<file path="src/rtl/lenia_generation_step_top_defines.svh">
// assertion macros shared by the lenia generation step rtl
// depends on nothing; included by files that carry assertions
`ifndef LENIA_GENERATION_STEP_TOP_DEFINES_SVH
`define LENIA_GENERATION_STEP_TOP_DEFINES_SVH

// same-cycle implication under reset
`define LGS_ASSERT_IMP(lbl, ante, cons, msg) \
  lbl: assert property (@(posedge clk) disable iff (!rst_n) (ante) |-> (cons)) \
    else $error(msg);

// next-cycle implication under reset
`define LGS_ASSERT_NXT(lbl, ante, cons, msg) \
  lbl: assert property (@(posedge clk) disable iff (!rst_n) (ante) |=> (cons)) \
    else $error(msg);

`endif

</file>
<file path="src/rtl/lgs_pkg.sv">
// shared types and constants for the lenia generation step block
// no dependencies
package lgs_pkg;
  localparam int MAX_WIDTH  = 128;
  localparam int MAX_HEIGHT = 128;
  localparam int MAX_KPTS   = 1024;
  localparam int CELL_MAX   = 255;

  localparam int COORD_W = 7;
  localparam int CELL_W  = 8;
  localparam int ADDR_W  = 14;
  localparam int KIDX_W  = 10;
  localparam int KCNT_W  = 11;
  localparam int OFS_W   = 6;
  localparam int KW_W    = 10;
  localparam int DIM_W   = 8;
  localparam int WT_W    = 20;
  localparam int SUM_W   = 28;
  localparam int POP_W   = 22;
  localparam int GEN_W   = 32;
  localparam int REQ_W   = 3;
  localparam int CFG_IDX_W = 2;
  localparam int CFG_DAT_W = 20;

  typedef enum logic [REQ_W-1:0] {
    REQ_WRITE = 3'd0,
    REQ_READ  = 3'd1,
    REQ_KERN  = 3'd2,
    REQ_GROW  = 3'd3,
    REQ_RUN   = 3'd4
  } req_t;

  typedef enum logic [CFG_IDX_W-1:0] {
    CFG_GRID_WIDTH   = 2'd0,
    CFG_GRID_HEIGHT  = 2'd1,
    CFG_KERNEL_COUNT = 2'd2,
    CFG_WEIGHT_TOTAL = 2'd3
  } cfg_idx_t;
endpackage

</file>
<file path="src/rtl/lgs_div.sv">
// capped quotient unit: min(dividend / divisor, 255), zero divisor gives zero
// restoring division, one quotient bit per cycle; depends on lgs_pkg
module lgs_div (
  input  logic                       clk,
  input  logic                       rst_n,
  input  logic                       start,
  input  logic [lgs_pkg::SUM_W-1:0]  dividend,
  input  logic [lgs_pkg::WT_W-1:0]   divisor,
  output logic                       done,
  output logic [lgs_pkg::CELL_W-1:0] quot
);
  import lgs_pkg::*;

  logic              busy_r, busy_nxt;
  logic              done_r, done_nxt;
  logic [2:0]        cnt_r, cnt_nxt;
  logic [SUM_W-1:0]  rem_r, rem_nxt;
  logic [SUM_W-1:0]  dvs_r, dvs_nxt;
  logic [CELL_W-1:0] q_r, q_nxt;
  logic [SUM_W-1:0]  trial;

  assign trial = dvs_r << cnt_r;

  always_comb begin
    busy_nxt = busy_r;
    done_nxt = 1'b0;
    cnt_nxt  = cnt_r;
    rem_nxt  = rem_r;
    dvs_nxt  = dvs_r;
    q_nxt    = q_r;
    if (start) begin
      dvs_nxt = {{(SUM_W-WT_W){1'b0}}, divisor};
      rem_nxt = dividend;
      cnt_nxt = 3'd7;
      q_nxt   = '0;
      if (divisor == '0) begin
        done_nxt = 1'b1;
      end else if (dividend >= {divisor, 8'b0}) begin
        q_nxt    = CELL_W'(CELL_MAX);
        done_nxt = 1'b1;
      end else begin
        busy_nxt = 1'b1;
      end
    end else if (busy_r) begin
      if (rem_r >= trial) begin
        rem_nxt = rem_r - trial;
        q_nxt   = q_r | (CELL_W'(1) << cnt_r);
      end
      cnt_nxt = cnt_r - 3'd1;
      if (cnt_r == 3'd0) begin
        busy_nxt = 1'b0;
        done_nxt = 1'b1;
      end
    end
  end

  always_ff @(posedge clk) begin
    if (!rst_n) begin
      busy_r <= 1'b0;
      done_r <= 1'b0;
    end else begin
      busy_r <= busy_nxt;
      done_r <= done_nxt;
    end
    cnt_r <= cnt_nxt;
    rem_r <= rem_nxt;
    dvs_r <= dvs_nxt;
    q_r   <= q_nxt;
  end

  assign done = done_r;
  assign quot = q_r;
endmodule

</file>
<file path="config.mk">
export PLATFORM = sky130hd
export DESIGN_NAME = lgs_div
export DESIGN_NICKNAME = d
export VERILOG_FILES = /design/src/rtl/lenia_generation_step_top_defines.svh /design/src/rtl/lgs_pkg.sv /design/src/rtl/lgs_div.sv
export SDC_FILE = /design/constraint.sdc
export NUM_CORES = 1
export LEC_CHECK = 0
export BUFFER_PORTS_ARGS = -buffer_cell sky130_fd_sc_hd__buf_2
export CAP_MARGIN = 20
export CORE_MARGIN = 5
export CORE_UTILIZATION = 60
export CTS_BUF_LIST = sky130_fd_sc_hd__clkbuf_2
export DETAILED_ROUTE_END_ITERATION = 8
export GPL_ROUTABILITY_DRIVEN = 0
export PLACE_DENSITY = 0.82
export SLEW_MARGIN = 20
export SYNTH_ARGS = -nofsm -noshare
export SYNTH_HDL_FRONTEND = slang
export SYNTH_SLANG_ARGS = --single-unit
</file>
<file path="constraint.sdc">
create_clock -name clk -period 5.7 [get_ports clk]
set_input_delay 0.57 -clock clk [delete_from_list [all_inputs] [get_ports clk]]
set_output_delay 0.57 -clock clk [all_outputs]
set_load 0.05 [all_outputs]
</file>
# After elaboration in Yosys (flattened, before gate mapping)
# Cells that the tools add are included.
# word_totals
regBits	61
inputBits	51
out_inout_bits	9
word_cells	39
# op_classes
add_sub_neg	2
order_cmp	2
eq_ne	2
n_shift	2
mux	18
n_bitwise	1
n_reduce_logical	6
# ops
operator	count
2-to-1 mux 28 bit	3
greater-or-equal comparator 28 bit	2
2-to-1 mux 8 bit	5
<< shifter 20 x 3 -> 28 bit	1
subtractor 28 bit	1
logical NOT 20 bit	1
2-to-1 mux 1 bit	10
bitwise OR 8 bit	1
<< shifter 1 x 3 -> 8 bit (first input constant)	1
!= test 2 bit (second input constant)	2
AND reduction 2 bit	2
nonzero test 2 bit	2
logical NOT 3 bit	1
subtractor 3 x 1 -> 3 bit (second input constant)	1

# Logic depth before layout (Yosys ltp)
# depth
ltp_word	5
ltp_mapped	15
ltp_nobuf	13

# Worst setup path after synthesis
# Ideal clock, no wire load.
# synth_path
path_kind	reg-to-reg
start	reg cnt_r[0]
end	reg q_r[0], in the netlist quot[0] (enable)
setup_time_ns	0.441
arrival_ns	4.355
required_time_ns	5.259
slack_ns	0.904
path_stages_with_launch	13
n_path_buf	3
synth_period_minus_slack_ns	4.796
path_cell_list	dfxtp_1 -> buf_2 -> buf_2 -> mux4_2 -> mux2i_1 -> ha_1 -> clkdlybuf4s18_1 -> nand2_1 -> nor2_1 -> nand4_1 -> nor4_1 -> nor3_1 -> a21oi_1
# synth_between
elab_chain_len	4
# synth_lines
element	line_no	text
start, declared	lgs_div.sv:16	logic [2:0] cnt_r, cnt_nxt;
start signal, assigned	lgs_div.sv:65	cnt_r <= cnt_nxt;
<< shifter 20 x 3 -> 28 bit	lgs_div.sv:22	assign trial = dvs_r << cnt_r;
greater-or-equal comparator 28 bit	lgs_div.sv:45	if (rem_r >= trial) begin
nonzero test 2 bit (no source line)	-	
AND reduction 2 bit (no source line)	-	
end signal, assigned	lgs_div.sv:68	q_r <= q_nxt;
end, declared	lgs_div.sv:19	logic [CELL_W-1:0] q_r, q_nxt;
# No other way between the ends.
# A chain may end at the register's enable or synchronous reset.

# Worst setup path after layout
# layout_path
start	reg cnt_r[1]
end	reg rem_r[14] (enable)
# layout_between
elab_chain_len	4
# layout_lines
element	line_no	text
<< shifter 20 x 3 -> 28 bit	lgs_div.sv:22	
greater-or-equal comparator 28 bit	lgs_div.sv:45	
nonzero test 2 bit (no source line)	-	
AND reduction 2 bit (no source line)	-	
end signal, assigned	lgs_div.sv:66	rem_r <= rem_nxt;
end, declared	lgs_div.sv:17	logic [SUM_W-1:0] rem_r, rem_nxt;
# No other way between the ends.

==> flow_summary.ini <==
[outcome]
status = finished clean

[logic_synthesis]
yosysWarnings = 0
yosys.area_share.simple_pct = 13.88
avgSynthCellArea_um2 = 9.515
synth_top_family_by_area = compound AO/OA/AOI/OAI gates
async_reset_ff_share_pct = 0
syn_area_mm2 = 0.005300
synth-compound-area-share_pct = 21.44
synthAdderAreaFrac_pct = 12.65
synth_edf_count = 56
yosysSeqAreaShare_pct = 33.62
synth_cell_types = 68
syn_inst = 557
synth_ff_type = edfxtp_1
synth_fp_nets = 661
synth_xor_area_share_pct = 3.140
ys_ff_latch = 61
synth_mux_area_share_pct = 9.868

[worst_setup_path]
cp-start-kind = flip-flop
required_ns = 5.88
r2r_end = rem_r[14]
ff2ff_setup_slack_ns = 1.37
critPathCaptureType = flip-flop
cp_max_fo = 21
critPathKind = flip-flop to flip-flop
worstPathArrival_ns = 4.51
rr_worst_depth = 10
r2r_start = cnt_r[1]

[finish]
syn2layout_area_growth_pct = 8.145
stdcell_area_mm2 = 0.005732
drive_gt1_share_pct = 18.30
antenna_cells = 0
final_common_cell = buf_2
fin_cells = 720
n_fill_cell = 712
layout_common_cells = buf_2 (59), nand2_1 (57), edfxtp_1 (56), ha_1 (52), a21oi_1 (51)
nets = 712
fin_util_pct = 66.05

[global_routing]
grt_pass1_vias = 4673
grt.overflow.total = 0
grt_max_degree = 72
antenna_found_initial = 0
grt_pass1_wl_um = 22970
track_usage_pct = 26.26

[power_and_ir_drop]
power.share.clock_pct = 10.7
power_density_mw_per_mm2 = 413.7
p_leak_nw = 2.429
p_int_mw = 1.265
sw_frac_of_total_pct = 46.63
ir_drop_mv = 0.1696
seqPwrFrac_pct = 30.4
p_switching_mw = 1.106
pwr-share-comb_pct = 58.8

[floorplanning]
dieArea_mm2 = 0.01081
dieHeight_um = 104.0
design.core.area_mm2 = 0.008678
ioPinCount = 60
rows = 34
start_util_pct = 61.07
die_w_um = 104.0

[clocking]
clk_path_buf_depth = 2
htree_levels = 3
clock_sinks = 61
numCtsBuffers = 9
post_cts_buffers = 0
cts_tree = yes
clock_latency_ns = 0.49
holdBufCountCts = 0
clock-root-buffer = clkbuf_2
ctsResizeCount = 0
path_clk_slew_ns = 0.17

[min_path]
min_path_type = input pin to flip-flop
hold_end = dvs_r[6]
hold_depth = 1
worstHoldStart = divisor[6]

[placed_design]
placed_area_mm2 = 0.005632
pre_cts_slack_ns = 1.475
io_buffers = 59
dp_hpwl_um = 11450
placedCellCount = 705

[timing]
finalSetupViolCount = 0
fin_skew_ns = 0.02372
tns_ns = 0
worst_slack_ns = 1.371
slew_headroom_pct = 43.04
rsz0062_at_grt = false
hold_viol_final = 0
period_share_pct = 75.95
drv_slew = 0
fin_crit_ns = 4.329
worst_pin_slew_ns = 0.8532
max_freq_mhz = 231.0

[drt]
drtAntennaViolNets = 0
vias_per_cell = 6.589
drc = 0
routed_wl_um = 14370
first_pass_iters = 5
drt-initial-drc-count = 518
detail_route.wl_per_cell_um = 19.96
vias = 4744

[flow_run]
max-cap-violations = 0
-- cells in the mapped netlist, types with 8 or more instances --
library cell	instances	share of area, %
nand2_1	57	4.0
edfxtp_1	56	32
a21oi_1	52	4.9
ha_1	52	12
o21ai_0	50	4.7
inv_1	33	2.3
mux2i_1	23	4.3
nor2_1	21	1.5
nand3_1	15	1.4
clkbuf_1	12	0.85
mux4_2	11	4.7
nor2b_1	11	1.3
xnor2_1	10	1.7
nor4_1	9	1.1
o21a_1	9	1.3
xor2_1	9	1.5
a21o_1	8	1.1
nand4_1	8	0.94
nor3_1	8	0.76
-- kinds of logic after synthesis --
kind of cell | after synthesis
flops | 61
simple gates | 149
compound gates | 177
buf+inv | 60
mux | 38
fa+ha+maj | 53
xor+xnor | 19
-- critical path, cell delays in order (launching register included) --
cell      delay, ns
dfxtp_1        0.92
buf_4          0.29
mux4_2         0.33
mux2i_1        0.25
ha_1           0.29
and3_1         0.44
nand2_1        0.09
o21ai_0        0.32
a221oi_2       0.17
a21oi_4        0.52
buf_4          0.39
-- through the flow --
stage | power [mW] | hold slack (ns)
2_1_floorplan | 1.762 | 0.5475
3_3_place_gp | 2.036 | 0.5717
3_5_place_dp | 2.079 | 0.6044
4_1_cts | 2.334 | 0.2591
5_1_grt | 2.523 | 0.2561
6_report | 2.371 | 0.2758
-- sequential cells by signal (all words and copies together) (netlist names) --
name,cells
dvs_r,20
quot,8
busy_r,1
rem_r,28
cnt_r,3
done,1
-- final cells by class --
class | count | area, um2 | area share [%]
timing repair buffer | 65 | 340.3 | 5.938
inverter | 35 | 131.4 | 2.292
multi-input combinational | 436 | 3243 | 56.58
sequential | 61 | 1782 | 31.08
tap | 108 | 135.1 | 2.358
clock buffer | 9 | 45.04 | 0.7859
clock inverter | 6 | 55.05 | 0.9605
-- layer usage --
layer  GRT usage, %  wire length [um]  up-vias
met5              0                 0        -
met4          12.95               625        0
met3          5.214              1387       62
met2          42.21              6637      282
met1          33.79              5720     2192
li1               -                 -     2208
-- power by group through the flow --
stage | clock network (mW) | logic, mW | registers (mW)
CTS | 0.255 | 1.36 | 0.720
floorplan | 0 | 1.01 | 0.750
global route | 0.274 | 1.52 | 0.731
global placement | 0 | 1.31 | 0.723
finish | 0.255 | 1.40 | 0.721
detailed placement | 0 | 1.35 | 0.730
-- how the worst max path moves through the flow --
stage	startpoint	end	slack [ns]
2_1_floorplan	cnt_r[0]	quot[0]	0.90
3_3_place_gp	cnt_r[0]	rem_r[6]	1.55
3_5_place_dp	cnt_r[0]	rem_r[8]	1.48
4_1_cts	cnt_r[0]	rem_r[14]	1.43
5_1_grt	cnt_r[0]	rem_r[14]	1.13
6_report	cnt_r[1]	rem_r[14]	1.37
Power figures use the tool's default switching activity.
